### src/iale_pkg.sv
// shared types and codes for the indexed array list engine
package iale_pkg;

	localparam int DATA_W = 32;

	typedef logic signed [DATA_W-1:0] word_t;

	// command codes
	localparam logic [2:0] CMD_READ    = 3'd0;
	localparam logic [2:0] CMD_WRITE   = 3'd1;
	localparam logic [2:0] CMD_INSERT  = 3'd2;
	localparam logic [2:0] CMD_DELETE  = 3'd3;
	localparam logic [2:0] CMD_SEARCH  = 3'd4;
	localparam logic [2:0] CMD_REVERSE = 3'd5;

	// status codes
	localparam logic [1:0] ST_OK    = 2'd0;
	localparam logic [1:0] ST_RANGE = 2'd1;
	localparam logic [1:0] ST_FULL  = 2'd2;
	localparam logic [1:0] ST_EMPTY = 2'd3;

endpackage

### src/indexed_array_list_engine.sv
// top level of the indexed array list engine: sequencer around one list ram
//
//  channel   direction  handshake            payload
//  in        to block   in_valid / in_stall  command, position, data_value
//  out       from block out_valid/out_stall  read_data, found, found_position,
//                                            entry_count, status
//
// one command at a time; in_stall is high from acceptance until the result
// has been moved into the output register
// after decode, a write, an append at the end, a delete of the last entry and
// every failed command go straight to done; a read first captures the ram data,
// other inserts and deletes move entries one by one, a search compares from the
// front up to the first match and a reverse swaps pairs from both ends; the
// single ram write port and its registered read port set these steps
// the output register lets a new command start while a result waits; a second
// finished result waits in the done state as long as out_stall holds
// arst_n clears the count, the sequencer and the output valid; ram contents
// are undefined until written and only data read from live entries is ever used
module indexed_array_list_engine #(
	parameter int DEPTH = 16
) (
	input  logic                             clk,
	input  logic                             arst_n,
	// command channel
	input  logic                             in_valid,
	output logic                             in_stall,
	input  logic [2:0]                       command,
	input  logic [$clog2(DEPTH)-1:0]         position,
	input  logic signed [31:0]               data_value,
	// result channel
	output logic                             out_valid,
	input  logic                             out_stall,
	output logic signed [31:0]               read_data,
	output logic                             found,
	output logic [$clog2(DEPTH)-1:0]         found_position,
	output logic [$clog2(DEPTH+1)-1:0]       entry_count,
	output logic [1:0]                       status
);

	localparam int AW = $clog2(DEPTH);
	localparam int CW = $clog2(DEPTH + 1);

	// sequencer states
	localparam logic [3:0] S_IDLE     = 4'd0;
	localparam logic [3:0] S_DECODE   = 4'd1;
	localparam logic [3:0] S_RDCAP    = 4'd2;
	localparam logic [3:0] S_SHIFT    = 4'd3;
	localparam logic [3:0] S_INS_LAST = 4'd4;
	localparam logic [3:0] S_SEARCH   = 4'd5;
	localparam logic [3:0] S_REV_RHI  = 4'd6;
	localparam logic [3:0] S_REV_WLO  = 4'd7;
	localparam logic [3:0] S_REV_WHI  = 4'd8;
	localparam logic [3:0] S_DONE     = 4'd9;

	logic [3:0]        state_q;
	logic [2:0]        cmd_q;
	logic [AW-1:0]     pos_q;
	iale_pkg::word_t   val_q;
	logic [CW-1:0]     cnt_q;
	logic [AW-1:0]     idx_q;     // walking index, also low end of reverse
	logic [AW-1:0]     hi_q;      // high end of reverse
	iale_pkg::word_t   tmp_q;     // low entry held during a swap

	// result being built
	iale_pkg::word_t   res_rd_q;
	logic              res_found_q;
	logic [AW-1:0]     res_fpos_q;
	logic [1:0]        res_st_q;

	// output register
	logic              out_valid_q;
	iale_pkg::word_t   read_data_q;
	logic              found_q;
	logic [AW-1:0]     found_position_q;
	logic [CW-1:0]     entry_count_q;
	logic [1:0]        status_q;

	// ram port
	logic              ram_we;
	logic [AW-1:0]     ram_waddr;
	iale_pkg::word_t   ram_wdata;
	logic [AW-1:0]     ram_raddr;
	iale_pkg::word_t   ram_rdata;

	// checks on the latched command
	logic              pos_below_cnt;
	logic              pos_at_cnt;
	logic              list_full;
	logic              list_empty;
	logic              out_free;

	assign pos_below_cnt = CW'(pos_q) < cnt_q;
	assign pos_at_cnt    = CW'(pos_q) == cnt_q;
	assign list_full     = cnt_q == CW'(DEPTH);
	assign list_empty    = cnt_q == '0;
	assign out_free      = !out_valid_q || !out_stall;

	assign in_stall = state_q != S_IDLE;

	iale_ram #(
		.WIDTH (iale_pkg::DATA_W),
		.DEPTH (DEPTH)
	) u_store (
		.clk   (clk),
		.we    (ram_we),
		.waddr (ram_waddr),
		.wdata (ram_wdata),
		.raddr (ram_raddr),
		.rdata (ram_rdata)
	);

	// ram control; reads that end up unused are harmless
	always_comb begin
		ram_we    = 1'b0;
		ram_waddr = idx_q;
		ram_wdata = ram_rdata;
		ram_raddr = idx_q;
		case (state_q)
			S_DECODE: begin
				case (cmd_q)
					iale_pkg::CMD_READ: begin
						ram_raddr = pos_q;
					end
					iale_pkg::CMD_WRITE: begin
						ram_we    = pos_below_cnt;
						ram_waddr = pos_q;
						ram_wdata = val_q;
					end
					iale_pkg::CMD_INSERT: begin
						// append at the end needs no shift
						ram_we    = !list_full && pos_at_cnt;
						ram_waddr = pos_q;
						ram_wdata = val_q;
						ram_raddr = AW'(cnt_q - CW'(1));
					end
					iale_pkg::CMD_DELETE: begin
						ram_raddr = pos_q + AW'(1);
					end
					iale_pkg::CMD_SEARCH: begin
						ram_raddr = '0;
					end
					iale_pkg::CMD_REVERSE: begin
						ram_raddr = '0;
					end
					default: begin
						ram_raddr = idx_q;
					end
				endcase
			end
			S_SHIFT: begin
				// move the entry read last cycle one place over
				ram_we    = 1'b1;
				ram_waddr = idx_q;
				ram_wdata = ram_rdata;
				if (cmd_q == iale_pkg::CMD_INSERT) begin
					ram_raddr = idx_q - AW'(2);
				end else begin
					ram_raddr = idx_q + AW'(2);
				end
			end
			S_INS_LAST: begin
				ram_we    = 1'b1;
				ram_waddr = pos_q;
				ram_wdata = val_q;
			end
			S_SEARCH: begin
				ram_raddr = idx_q + AW'(1);
			end
			S_REV_RHI: begin
				ram_raddr = hi_q;
			end
			S_REV_WLO: begin
				ram_we    = 1'b1;
				ram_waddr = idx_q;
				ram_wdata = ram_rdata;
			end
			S_REV_WHI: begin
				// finish the swap and fetch the next low entry
				ram_we    = 1'b1;
				ram_waddr = hi_q;
				ram_wdata = tmp_q;
				ram_raddr = idx_q + AW'(1);
			end
			default: begin
				ram_we = 1'b0;
			end
		endcase
	end

	// sequencer
	always_ff @(posedge clk or negedge arst_n) begin
		if (!arst_n) begin
			state_q <= S_IDLE;
			cnt_q   <= '0;
		end else begin
			case (state_q)
				S_IDLE: begin
					if (in_valid) begin
						state_q <= S_DECODE;
					end
				end
				S_DECODE: begin
					state_q <= S_DONE;
					case (cmd_q)
						iale_pkg::CMD_READ: begin
							if (pos_below_cnt) begin
								state_q <= S_RDCAP;
							end
						end
						iale_pkg::CMD_INSERT: begin
							if (!list_full && pos_at_cnt) begin
								cnt_q <= cnt_q + CW'(1);
							end else if (!list_full && pos_below_cnt) begin
								state_q <= S_SHIFT;
							end
						end
						iale_pkg::CMD_DELETE: begin
							if (!list_empty && pos_below_cnt) begin
								if (CW'(pos_q) + CW'(1) == cnt_q) begin
									cnt_q <= cnt_q - CW'(1);
								end else begin
									state_q <= S_SHIFT;
								end
							end
						end
						iale_pkg::CMD_SEARCH: begin
							if (!list_empty) begin
								state_q <= S_SEARCH;
							end
						end
						iale_pkg::CMD_REVERSE: begin
							if (cnt_q > CW'(1)) begin
								state_q <= S_REV_RHI;
							end
						end
						default: begin
							state_q <= S_DONE;
						end
					endcase
				end
				S_RDCAP: begin
					state_q <= S_DONE;
				end
				S_SHIFT: begin
					if (cmd_q == iale_pkg::CMD_INSERT) begin
						if (idx_q - AW'(1) == pos_q) begin
							state_q <= S_INS_LAST;
						end
					end else if ((CW+1)'(idx_q) + (CW+1)'(2) >= (CW+1)'(cnt_q)) begin
						cnt_q   <= cnt_q - CW'(1);
						state_q <= S_DONE;
					end
				end
				S_INS_LAST: begin
					cnt_q   <= cnt_q + CW'(1);
					state_q <= S_DONE;
				end
				S_SEARCH: begin
					if (ram_rdata == val_q ||
					    (CW+1)'(idx_q) + (CW+1)'(1) >= (CW+1)'(cnt_q)) begin
						state_q <= S_DONE;
					end
				end
				S_REV_RHI: begin
					state_q <= S_REV_WLO;
				end
				S_REV_WLO: begin
					state_q <= S_REV_WHI;
				end
				S_REV_WHI: begin
					if ((AW+1)'(idx_q) + (AW+1)'(2) < (AW+1)'(hi_q)) begin
						state_q <= S_REV_RHI;
					end else begin
						state_q <= S_DONE;
					end
				end
				S_DONE: begin
					if (out_free) begin
						state_q <= S_IDLE;
					end
				end
				default: begin
					state_q <= S_IDLE;
				end
			endcase
		end
	end

	// datapath registers, no reset needed
	always_ff @(posedge clk) begin
		case (state_q)
			S_IDLE: begin
				cmd_q <= command;
				pos_q <= position;
				val_q <= data_value;
			end
			S_DECODE: begin
				res_rd_q    <= '0;
				res_found_q <= 1'b0;
				res_fpos_q  <= '0;
				res_st_q    <= iale_pkg::ST_OK;
				idx_q       <= '0;
				hi_q        <= AW'(cnt_q - CW'(1));
				case (cmd_q)
					iale_pkg::CMD_READ: begin
						if (!pos_below_cnt) begin
							res_st_q <= iale_pkg::ST_RANGE;
						end
					end
					iale_pkg::CMD_WRITE: begin
						if (!pos_below_cnt) begin
							res_st_q <= iale_pkg::ST_RANGE;
						end
					end
					iale_pkg::CMD_INSERT: begin
						idx_q <= AW'(cnt_q);
						if (list_full) begin
							res_st_q <= iale_pkg::ST_FULL;
						end else if (!pos_below_cnt && !pos_at_cnt) begin
							res_st_q <= iale_pkg::ST_RANGE;
						end
					end
					iale_pkg::CMD_DELETE: begin
						idx_q <= pos_q;
						if (list_empty) begin
							res_st_q <= iale_pkg::ST_EMPTY;
						end else if (!pos_below_cnt) begin
							res_st_q <= iale_pkg::ST_RANGE;
						end
					end
					default: begin
						res_st_q <= iale_pkg::ST_OK;
					end
				endcase
			end
			S_RDCAP: begin
				res_rd_q <= ram_rdata;
			end
			S_SHIFT: begin
				if (cmd_q == iale_pkg::CMD_INSERT) begin
					idx_q <= idx_q - AW'(1);
				end else begin
					idx_q <= idx_q + AW'(1);
				end
			end
			S_SEARCH: begin
				if (ram_rdata == val_q) begin
					res_found_q <= 1'b1;
					res_fpos_q  <= idx_q;
				end else begin
					idx_q <= idx_q + AW'(1);
				end
			end
			S_REV_RHI: begin
				tmp_q <= ram_rdata;
			end
			S_REV_WHI: begin
				idx_q <= idx_q + AW'(1);
				hi_q  <= hi_q - AW'(1);
			end
			default: begin
				tmp_q <= tmp_q;
			end
		endcase
	end

	// output register
	always_ff @(posedge clk or negedge arst_n) begin
		if (!arst_n) begin
			out_valid_q <= 1'b0;
		end else if (state_q == S_DONE && out_free) begin
			out_valid_q <= 1'b1;
		end else if (!out_stall) begin
			out_valid_q <= 1'b0;
		end
	end

	always_ff @(posedge clk) begin
		if (state_q == S_DONE && out_free) begin
			read_data_q      <= res_rd_q;
			found_q          <= res_found_q;
			found_position_q <= res_fpos_q;
			entry_count_q    <= cnt_q;
			status_q         <= res_st_q;
		end
	end

	assign out_valid      = out_valid_q;
	assign read_data      = read_data_q;
	assign found          = found_q;
	assign found_position = found_position_q;
	assign entry_count    = entry_count_q;
	assign status         = status_q;

`ifndef SYNTHESIS
	// the count never passes the list size
	a_cnt_bound: assert property (@(posedge clk) disable iff (!arst_n)
		cnt_q <= CW'(DEPTH))
		else $error("entry count above depth");

	// one command moves the count by one at most
	a_cnt_step: assert property (@(posedge clk) disable iff (!arst_n)
		cnt_q != $past(cnt_q) |->
			(cnt_q == $past(cnt_q) + CW'(1)) || (cnt_q == $past(cnt_q) - CW'(1)))
		else $error("entry count jumped");

	// shifting writes stay within the live list plus the new slot
	a_shift_addr: assert property (@(posedge clk) disable iff (!arst_n)
		state_q == S_SHIFT |-> CW'(ram_waddr) <= cnt_q)
		else $error("shift write beyond live entries");

	// a new result only follows the end of a command
	a_out_from_done: assert property (@(posedge clk) disable iff (!arst_n)
		$rose(out_valid_q) |-> $past(state_q) == S_DONE)
		else $error("result shown without a finished command");

	// a hit always carries ok status
	a_found_ok: assert property (@(posedge clk) disable iff (!arst_n)
		out_valid_q && found_q |-> status_q == iale_pkg::ST_OK)
		else $error("found with error status");
`endif

endmodule

### src/iale_ram.sv
// generic simple dual port ram, one write and one registered read port
module iale_ram #(
	parameter int WIDTH = 32,
	parameter int DEPTH = 16
) (
	input  logic                     clk,
	input  logic                     we,
	input  logic [$clog2(DEPTH)-1:0] waddr,
	input  logic [WIDTH-1:0]         wdata,
	input  logic [$clog2(DEPTH)-1:0] raddr,
	output logic [WIDTH-1:0]         rdata
);

	logic [WIDTH-1:0] mem_q [DEPTH];
	logic [WIDTH-1:0] rdata_q;

	always_ff @(posedge clk) begin
		if (we) begin
			mem_q[waddr] <= wdata;
		end
		rdata_q <= mem_q[raddr];
	end

	assign rdata = rdata_q;

endmodule

### config.mk
export PLATFORM = sky130hd
export DESIGN_NAME = indexed_array_list_engine
export DESIGN_NICKNAME = d
export VERILOG_FILES = /design/src/iale_pkg.sv /design/src/indexed_array_list_engine.sv /design/src/iale_ram.sv
export SDC_FILE = /design/constraint.sdc
export NUM_CORES = 1
export LEC_CHECK = 0
export BUFFER_PORTS_ARGS = -buffer_cell sky130_fd_sc_hd__buf_2
export CORE_MARGIN = 4
export CORE_UTILIZATION = 25
export CTS_BUF_LIST = sky130_fd_sc_hd__clkbuf_8
export CTS_CLUSTER_SIZE = 30
export DETAILED_ROUTE_END_ITERATION = 12
export GPL_TIMING_DRIVEN = 0
export PLACE_DENSITY = 0.42
export SETUP_SLACK_MARGIN = 0.02
export SLEW_MARGIN = 20
export SYNTH_ARGS = -nofsm -noshare
export SYNTH_HDL_FRONTEND = slang
export SYNTH_HIERARCHICAL = 1
export SYNTH_SLANG_ARGS = --single-unit
### constraint.sdc
create_clock -name clk -period 7.5 [get_ports clk]
set_clock_uncertainty 0.05 [all_clocks]
set_input_delay 1.5 -clock clk [delete_from_list [all_inputs] [get_ports clk]]
set_output_delay 1.5 -clock clk [all_outputs]
set_load 0.05 [all_outputs]
==> run_summary.xml, run 1 <==
<?xml version="1.0" encoding="UTF-8"?>
<metrics>
  <group name="clock_network">
    <metric name="cts_hold_buf" unit="">0</metric>
    <metric name="clock_buffers_created_by_tritoncts" unit="">131</metric>
    <metric name="clk_root_buffer_cell" unit="">sky130_fd_sc_hd__clkbuf_8</metric>
    <metric name="clock_sinks" unit="">716</metric>
    <metric name="tritoncts_clock_tree" unit="">done</metric>
    <metric name="clock_tree.htree_level_count" unit="">4</metric>
    <metric name="clk_latency" unit="ns">0.78</metric>
    <metric name="postCtsSetupRepairBufs" unit="">0</metric>
    <metric name="clk_path_buf_depth" unit="">3</metric>
    <metric name="path_clk_slew" unit="ns">0.06</metric>
    <metric name="cts.repair.resized" unit="">0</metric>
  </group>
  <group name="cells_and_area">
    <metric name="layout.core_utilization" unit="%">30.4</metric>
    <metric name="fillCellCount" unit="">11100</metric>
    <metric name="most-common-layout-cells" unit="">674 x sky130_fd_sc_hd__edfxtp_1, 137 x sky130_fd_sc_hd__clkbuf_8, 128 x sky130_fd_sc_hd__mux4_2</metric>
    <metric name="flow.area_growth_from_synthesis" unit="%">20.5</metric>
    <metric name="most_common_library_cell_in_the_layout_ignoring_fill_and_taps" unit="">sky130_fd_sc_hd__edfxtp_1</metric>
    <metric name="final_layout_size_suffix_gt1_share" unit="%">26.1</metric>
    <metric name="final_net_count" unit="">1877</metric>
  </group>
  <group name="global_route">
    <metric name="gr-usage-met2" unit="%">22.5</metric>
    <metric name="use_met3" unit="%">3.36</metric>
    <metric name="global_route.usage.met1" unit="%">20.2</metric>
    <metric name="grt_antenna_before_repair" unit="">12</metric>
    <metric name="number_of_global_route_vias_before_repair" unit="">16500</metric>
    <metric name="grt_start_max_net_pins" unit="">37</metric>
    <metric name="grt_busiest_layer" unit="">met2</metric>
    <metric name="globalRoute.totalOverflow" unit="">0</metric>
    <metric name="gr-usage-all-layers" unit="%">14.4</metric>
    <metric name="grt_first_pass_wirelength" unit="mm">123</metric>
  </group>
  <group name="place">
    <metric name="finalWeightedCongestion" unit="">0.858</metric>
    <metric name="hpwlAfterDp" unit="mm">61.3</metric>
    <metric name="input_output_buffers" unit="">88</metric>
  </group>
  <group name="pwr">
    <metric name="fin_total_pwr" unit="mW">16.7</metric>
    <metric name="vdd_drop_max" unit="mV">0.208</metric>
    <metric name="p_per_area" unit="nW/um^2">489</metric>
    <metric name="power.static_leakage" unit="nW">11.6</metric>
  </group>
  <group name="critical_path">
    <metric name="setup.worst_path.class" unit="">flop to flop</metric>
    <metric name="worst_path_max_fanout" unit="">8</metric>
    <metric name="cp-start-kind" unit="">flop</metric>
    <metric name="capturing_element_type_of_the_critical_path" unit="">flop</metric>
    <metric name="required" unit="ns">7.90</metric>
    <metric name="worst_ep_arrival_time" unit="ns">5.51</metric>
  </group>
  <group name="synthesis">
    <metric name="synth-edff-count" unit="">674</metric>
    <metric name="synth.top_cell.area_share" unit="%">71.2</metric>
    <metric name="synth-seq-cells" unit="">716</metric>
    <metric name="ys_warn_count" unit="">6</metric>
    <metric name="synth.avg_cell_area" unit="um^2">18.6</metric>
    <metric name="syn_nets" unit="">1602</metric>
    <metric name="syn-cell-area" unit="um^2">28400</metric>
    <metric name="synth-async-reset-ratio" unit="%">1.40</metric>
    <metric name="synthDominantAreaCellType" unit="">sky130_fd_sc_hd__edfxtp_1</metric>
    <metric name="netlist_top_cells_area" unit="">sky130_fd_sc_hd__edfxtp_1 71%, sky130_fd_sc_hd__mux4_2 10%, sky130_fd_sc_hd__dfxtp_1 2.3%</metric>
    <metric name="synthesis.instances" unit="">1527</metric>
    <metric name="synth_cell_type_count" unit="">71</metric>
    <metric name="yosys_most_used_dff" unit="">sky130_fd_sc_hd__edfxtp_1</metric>
    <metric name="synth-seq-area-share" unit="%">74.4</metric>
  </group>
  <group name="routing">
    <metric name="drt_iter0_markers" unit="">1565</metric>
    <metric name="remaining_drc_errors" unit="">0</metric>
    <metric name="wirelength" unit="mm">87.6</metric>
    <metric name="ant_nets" unit="">0</metric>
    <metric name="drt-wirelength-per-cell" unit="um">25.7</metric>
    <metric name="detailroute.via_count" unit="">16000</metric>
    <metric name="route.detailed.vias_per_inst" unit="">4.70</metric>
    <metric name="detail_route.first_pass.iterations" unit="">6</metric>
  </group>
  <group name="sta">
    <metric name="final-max-slew-violation-count" unit="">0</metric>
    <metric name="final_hold_viol_count" unit="">0</metric>
    <metric name="achievable-frequency" unit="MHz">196</metric>
    <metric name="fin_tns_setup" unit="ns">0</metric>
    <metric name="layout_worst_path_cycle_share" unit="%">68.1</metric>
    <metric name="rsz0062_at_grt" unit="">no</metric>
    <metric name="finalCriticalPeriod" unit="ns">5.11</metric>
    <metric name="setup_violators_final" unit="">0</metric>
    <metric name="slew_headroom" unit="%">23.6</metric>
    <metric name="worst_slew_pin_tran" unit="ns">1.15</metric>
  </group>
  <group name="floorplanning">
    <metric name="placementRows" unit="">123</metric>
    <metric name="design.portCount" unit="">89</metric>
    <metric name="die_width" unit="um">345</metric>
    <metric name="core-area" unit="um^2">113000</metric>
    <metric name="initial_utilization" unit="%">25.2</metric>
    <metric name="die_area" unit="um^2">119000</metric>
    <metric name="die_height" unit="um">345</metric>
  </group>
  <group name="run">
    <metric name="cap_viol_max_count" unit="">0</metric>
  </group>
  <group name="run_status">
    <metric name="outcome" unit="">complete, no violations</metric>
  </group>
  <group name="min_path">
    <metric name="holdCritPathClass" unit="">flop to flop</metric>
  </group>
</metrics>
[sequential cells by signal (all words and copies together) (netlist names)]
name	flops
state_q	4
idx_q	4
entry_count	5
tmp_q	32
val_q	32
res_fpos_q	4
res_found_q	1
hi_q	4
cmd_q	3
read_data	32
found_position	4
found	1
res_rd_q	32
u_store/mem_q	512
pos_q	4
res_st_q	2
out_valid	1
status	2
u_store/rdata	32
cnt_q	5
[Yosys cell counts (all sizes together) (4+ instances only)]
| cell | n |
|---|---|
| and2 | 7 |
| ha | 31 |
| o221ai | 4 |
| and3 | 39 |
| xor2 | 9 |
| a211oi | 6 |
| o211ai | 8 |
| nand4 | 9 |
| buf | 41 |
| clkbuf | 42 |
| xnor2 | 46 |
| edfxtp | 674 |
| mux4 | 128 |
| o22ai | 5 |
| nor4 | 4 |
| a222oi | 36 |
| or2 | 5 |
| a311oi | 4 |
| dfxtp | 32 |
| a21oi | 22 |
| nand2 | 61 |
| nor2 | 45 |
| nor3 | 16 |
| mux2i | 9 |
| a22oi | 67 |
| nor2b | 8 |
| o21ai | 27 |
| dfrtp | 10 |
| inv | 61 |
| nand3 | 16 |
[worst max-delay path, cell delays in order (launching register included)]
cell	delay, ns
sky130_fd_sc_hd__dfrtp_1	0.53
sky130_fd_sc_hd__inv_1	0.25
sky130_fd_sc_hd__ha_1	0.34
sky130_fd_sc_hd__and4b_1	0.17
sky130_fd_sc_hd__a211oi_1	0.68
sky130_fd_sc_hd__nor2_1	0.17
sky130_fd_sc_hd__o22ai_1	0.28
sky130_fd_sc_hd__a22oi_1	0.11
sky130_fd_sc_hd__o22ai_1	0.42
sky130_fd_sc_hd__or3b_2	0.62
sky130_fd_sc_hd__nor3_2	0.51
sky130_fd_sc_hd__buf_6	0.23
sky130_fd_sc_hd__buf_4	0.20
sky130_fd_sc_hd__buf_4	0.21
[worst paths after layout]
kind | depth (start not counted) | slack (ns) | end | from
worst min register to register | 0 | 0.36 | read_data[14]$_DFFE_PP_ | res_rd_q[14]$_SDFFCE_PN0P_
max in group asynchronous | 1 | 6.54 | state_q[3]$_DFFE_PN0P_ | arst_n
min in group asynchronous | 1 | 0.59 | state_q[1]$_DFFE_PN0P_ | arst_n
worst min-delay path | 0 | 0.36 | read_data[14]$_DFFE_PP_ | res_rd_q[14]$_SDFFCE_PN0P_
worst max register to register | 13 | 2.39 | u_store/mem_q[0][21]$_DFFE_PP_ | cnt_q[1]$_DFFE_PN0P_
worst max-delay path | 13 | 2.39 | u_store/mem_q[0][21]$_DFFE_PP_ | cnt_q[1]$_DFFE_PN0P_
[layer usage]
layer  up-vias  share of wire (%)
li1       6794                  -
met1      8448                 45
met2       630                 46
met3       139                6.7
met4         0                2.2
met5         -                  0
[cell type report]
type	instances	area (um^2)	share of cell area, %
Clock buffer	137	1890	5.51
Buffer	83	382	1.12
Multi-Input combinational cell	666	6790	19.8
Antenna cell	1	2.50	0.00731
Tap cell	1500	1880	5.48
Sequential cell	716	21100	61.7
Timing Repair Buffer	142	1390	4.05
Inverter	62	233	0.680
Clock inverter	100	536	1.56
[kinds of logic after synthesis]
kind of cell	count (synthesis)	synth area share (%)
DFF	716	74.4
and+or+nand+nor	230	4.15
AOI/OAI and AO/OA	209	5.53
buffers and inverters	145	2.15
muxes	138	10.5
xor gates and xnor gates	57	1.85
adders and majority gates	32	1.44
[stage by stage]
stage	setup slack, ns	std cells	hold WS, ns	area, um^2
2_1_floorplan	2.15	1527	0.350	28400
3_3_place_gp	-2.11	3115	0.355	30700
3_5_place_dp	2.48	3169	0.355	31800
4_1_cts	2.45	3406	0.365	34200
5_1_grt	2.19	3407	0.380	34200
6_report	2.39	3407	0.362	34200
[where the power goes]
group          internal (mW)  leakage [nW]  switching, mW
Clock                   1.78          1.42           1.66
Combinational           2.51          3.59           4.39
Sequential              5.93          6.57          0.471
(Power assumes the default switching activity.)
==> run 2: changes to the inputs <==
--- a/config.mk
+++ b/config.mk
@@ -12,7 +12,7 @@
 export CTS_CLUSTER_SIZE = 30
 export DETAILED_ROUTE_END_ITERATION = 12
 export GPL_TIMING_DRIVEN = 0
-export PLACE_DENSITY = 0.42
+export PLACE_DENSITY = 0.43
 export SETUP_SLACK_MARGIN = 0.02
 export SLEW_MARGIN = 20
 export SYNTH_ARGS = -nofsm -noshare
==> constraint.sdc (replaced) <==
create_clock -name clk -period 4.5 [get_ports clk]
set_clock_uncertainty 0.05 [all_clocks]
set_input_delay 0.9 -clock clk [delete_from_list [all_inputs] [get_ports clk]]
set_output_delay 0.9 -clock clk [all_outputs]
set_load 0.05 [all_outputs]
==> run 2 against run 1 <==
Net effect: first-iteration DRC count is 0.64% lower; sequential share of layout area is 0.11 points lower; global-route usage is 0.52 points lower; clock power is 61% higher; combinational power is 65% higher; largest power group unchanged; critical path depth stayed put.
==> run_summary.xml, run 2 (same netlist as run 1, synthesis figures left out) <==
<?xml version="1.0" encoding="UTF-8"?>
<metrics>
  <group name="run_status">
    <metric name="outcome" unit="">complete, no violations</metric>
  </group>
  <group name="sta">
    <metric name="achievable-frequency" unit="MHz">235</metric>
    <metric name="slew_headroom" unit="%">9.45</metric>
    <metric name="final_hold_viol_count" unit="">0</metric>
    <metric name="setup_violators_final" unit="">0</metric>
    <metric name="layout_worst_path_cycle_share" unit="%">94.6</metric>
    <metric name="rsz0062_at_grt" unit="">no</metric>
    <metric name="final-max-slew-violation-count" unit="">0</metric>
    <metric name="finalCriticalPeriod" unit="ns">4.26</metric>
    <metric name="fin_worst_hold_slack" unit="ns">0.320</metric>
    <metric name="worst_slew_pin_tran" unit="ns">1.35</metric>
  </group>
  <group name="critical_path">
    <metric name="cp_slowest_stage_delay" unit="ns">0.57</metric>
    <metric name="crit_path_top_delay_cell" unit="">sky130_fd_sc_hd__mux4_2</metric>
    <metric name="setup.worst_path.class" unit="">flop to flop</metric>
    <metric name="worst_path_dominant_cell_family" unit="">buffers and inverters</metric>
    <metric name="worst_path_max_fanout" unit="">10</metric>
    <metric name="cp-start-kind" unit="">flop</metric>
    <metric name="capturing_element_type_of_the_critical_path" unit="">flop</metric>
    <metric name="worst_ep_arrival_time" unit="ns">4.81</metric>
    <metric name="timing.reg2reg.worst_path_depth" unit="">13</metric>
    <metric name="number_of_stages_on_the_worst_setup_path" unit="">13</metric>
    <metric name="crit_chain" unit="">clkbuf_1 -&gt; inv_1 -&gt; ha_1 -&gt; a21oi_1 -&gt; a21oi_1 -&gt; o21ai_0 -&gt; o21ai_0 -&gt; o311ai_0 -&gt; buf_2 -&gt; buf_2 -&gt; mux4_2 -&gt; a22oi_1 -&gt; nand2_1</metric>
    <metric name="required" unit="ns">5.05</metric>
    <metric name="timing.critical_path.buf_inv" unit="">4</metric>
  </group>
  <group name="global_route">
    <metric name="gr-usage-all-layers" unit="%">13.9</metric>
    <metric name="grt_start_max_net_pins" unit="">37</metric>
    <metric name="grt_antenna_before_repair" unit="">14</metric>
    <metric name="grt_first_pass_wirelength" unit="mm">120</metric>
    <metric name="number_of_global_route_vias_before_repair" unit="">16100</metric>
    <metric name="globalRoute.totalOverflow" unit="">0</metric>
  </group>
  <group name="clock_network">
    <metric name="path_clk_slew" unit="ns">0.06</metric>
    <metric name="clk_latency" unit="ns">0.76</metric>
    <metric name="clock_tree.htree_level_count" unit="">3</metric>
    <metric name="clock_buffers_created_by_tritoncts" unit="">118</metric>
    <metric name="clk_root_buffer_cell" unit="">sky130_fd_sc_hd__clkbuf_8</metric>
    <metric name="tritoncts_clock_tree" unit="">done</metric>
    <metric name="clock_sinks" unit="">716</metric>
    <metric name="clk_path_buf_depth" unit="">3</metric>
  </group>
  <group name="place">
    <metric name="place_inst" unit="">3153</metric>
    <metric name="finalWeightedCongestion" unit="">0.880</metric>
    <metric name="post_dp_cell_area" unit="um^2">31700</metric>
    <metric name="input_output_buffers" unit="">88</metric>
    <metric name="hpwlAfterDp" unit="mm">59.2</metric>
  </group>
  <group name="routing">
    <metric name="route.detailed.vias_per_inst" unit="">4.67</metric>
    <metric name="detailroute.via_count" unit="">15900</metric>
    <metric name="detail_route.first_pass.iterations" unit="">8</metric>
    <metric name="ant_nets" unit="">0</metric>
    <metric name="remaining_drc_errors" unit="">0</metric>
    <metric name="drt_iter0_markers" unit="">1555</metric>
    <metric name="drt-wirelength-per-cell" unit="um">25.0</metric>
    <metric name="wirelength" unit="mm">84.9</metric>
  </group>
  <group name="cells_and_area">
    <metric name="final_cells" unit="">3401</metric>
    <metric name="largest_register_ffs" unit="">512</metric>
    <metric name="postLayoutCellArea" unit="um^2">34300</metric>
    <metric name="most-common-layout-cells" unit="">674 x sky130_fd_sc_hd__edfxtp_1, 128 x sky130_fd_sc_hd__clkbuf_8, 128 x sky130_fd_sc_hd__mux4_2</metric>
    <metric name="flow.area_growth_from_synthesis" unit="%">20.7</metric>
    <metric name="final_net_count" unit="">1868</metric>
    <metric name="final_layout_size_suffix_gt1_share" unit="%">27.1</metric>
    <metric name="fillCellCount" unit="">11000</metric>
    <metric name="most_common_library_cell_in_the_layout_ignoring_fill_and_taps" unit="">sky130_fd_sc_hd__edfxtp_1</metric>
    <metric name="top_register" unit="">u_store/mem_q</metric>
  </group>
  <group name="pwr">
    <metric name="power.net_switching" unit="mW">10.7</metric>
    <metric name="internal_power" unit="mW">16.9</metric>
    <metric name="fin_total_pwr" unit="mW">27.6</metric>
    <metric name="netSwitchingFraction" unit="%">38.7</metric>
    <metric name="power.share.sequential" unit="%">38.7</metric>
    <metric name="comb_power_share" unit="%">41.3</metric>
    <metric name="p_per_area" unit="nW/um^2">806</metric>
    <metric name="p_clk_share" unit="%">20.0</metric>
    <metric name="power.static_leakage" unit="nW">11.5</metric>
    <metric name="vdd_drop_max" unit="mV">0.333</metric>
  </group>
  <group name="min_path">
    <metric name="holdPathStages" unit="">1</metric>
    <metric name="holdCritPathClass" unit="">input pin to flop</metric>
  </group>
  <group name="floorplanning">
    <metric name="placementRows" unit="">123</metric>
    <metric name="core-area" unit="um^2">113000</metric>
    <metric name="initial_utilization" unit="%">25.2</metric>
    <metric name="die_height" unit="um">345</metric>
    <metric name="die_width" unit="um">345</metric>
    <metric name="design.portCount" unit="">89</metric>
    <metric name="die_area" unit="um^2">119000</metric>
  </group>
  <group name="run">
    <metric name="cap_viol_max_count" unit="">0</metric>
  </group>
</metrics>
==> run 2: worst reg2reg max path, stage by stage, from the launching register on <==
cell and delay [ns]:
sky130_fd_sc_hd__edfxtp_1 0.49, sky130_fd_sc_hd__clkbuf_1 0.41, sky130_fd_sc_hd__inv_1 0.21, sky130_fd_sc_hd__ha_1 0.27, sky130_fd_sc_hd__a21oi_1 0.30, sky130_fd_sc_hd__a21oi_1 0.06
sky130_fd_sc_hd__o21ai_0 0.12, sky130_fd_sc_hd__o21ai_0 0.12, sky130_fd_sc_hd__o311ai_0 0.26, sky130_fd_sc_hd__buf_2 0.48, sky130_fd_sc_hd__buf_2 0.50, sky130_fd_sc_hd__mux4_2 0.58
sky130_fd_sc_hd__a22oi_1 0.20, sky130_fd_sc_hd__nand2_1 0.11
==> run 2: final cells by class <==
type	count	area (um^2)	area share [%]
diodes	3	7.51	0.0219
multi-input cells	666	6830	19.9
inverters	62	233	0.679
well taps	1500	1880	5.47
flip-flops and latches	716	21100	61.6
clock buffers	128	1760	5.14
plain buffers	83	403	1.18
repair buffers	146	1480	4.32
clock inverters	97	561	1.63
==> run 2: path summary, 6_finish.rpt <==
check	startpoint	slack, ns	to
setup / recovery	cmd_q[1]$_DFFE_PP_	0.24	u_store/rdata[5]$_DFF_P_
hold reg to reg	res_rd_q[12]$_SDFFCE_PN0P_	0.37	read_data[12]$_DFFE_PP_
max in group asynchronous	arst_n	3.58	out_valid$_DFFE_PN0P_
setup reg to reg	cmd_q[1]$_DFFE_PP_	0.24	u_store/rdata[5]$_DFF_P_
hold / removal	position[3]	0.32	pos_q[3]$_DFFE_PP_
min in group asynchronous	arst_n	0.57	state_q[2]$_DFFE_PN0P_
==> run 2: power by group through the flow <==
stage / logic (mW) / clock network (mW) / registers (mW)
CTS: 11.6 / 5.73 / 10.7
global route: 12.3 / 6.05 / 10.8
detailed placement: 11.5 / 0 / 10.8
global placement: 11.0 / 0 / 10.8
finish: 11.4 / 5.54 / 10.7
floorplan: 7.16 / 0 / 10.6
==> run 2: metrics by stage <==
stage                     setup slack, ns   TNS, ns  utilization [%]
after floorplan                    0.0196         0                -
after CTS                          0.0235         0             30.3
final                               0.244         0             30.4
after detailed placement           -0.410    -56.40             28.1
after global routing               0.0208         0             30.4
after global placement              -2.89  -1369.91             27.3
==> run 2: metal layers <==
layer | track usage, % | wire [um] | vias up | part of all wire (%)
met3 | 2.64 | 4970 | 132 | 5.9
met2 | 21.7 | 38800 | 585 | 46
li1 | - | - | 6781 | -
met5 | 0 | 0 | - | 0
met4 | 4.01 | 2010 | 0 | 2.4
met1 | 19.8 | 39100 | 8381 | 46
==> run 2: timing repair <==
action	CTS	global route
setup buffers	10	9
pin swaps	6	5
hold endpoints to repair	10	0
setup endpoints to repair	274	131
resized for setup	5	35
hold buffers	1	0
cloned	0	0
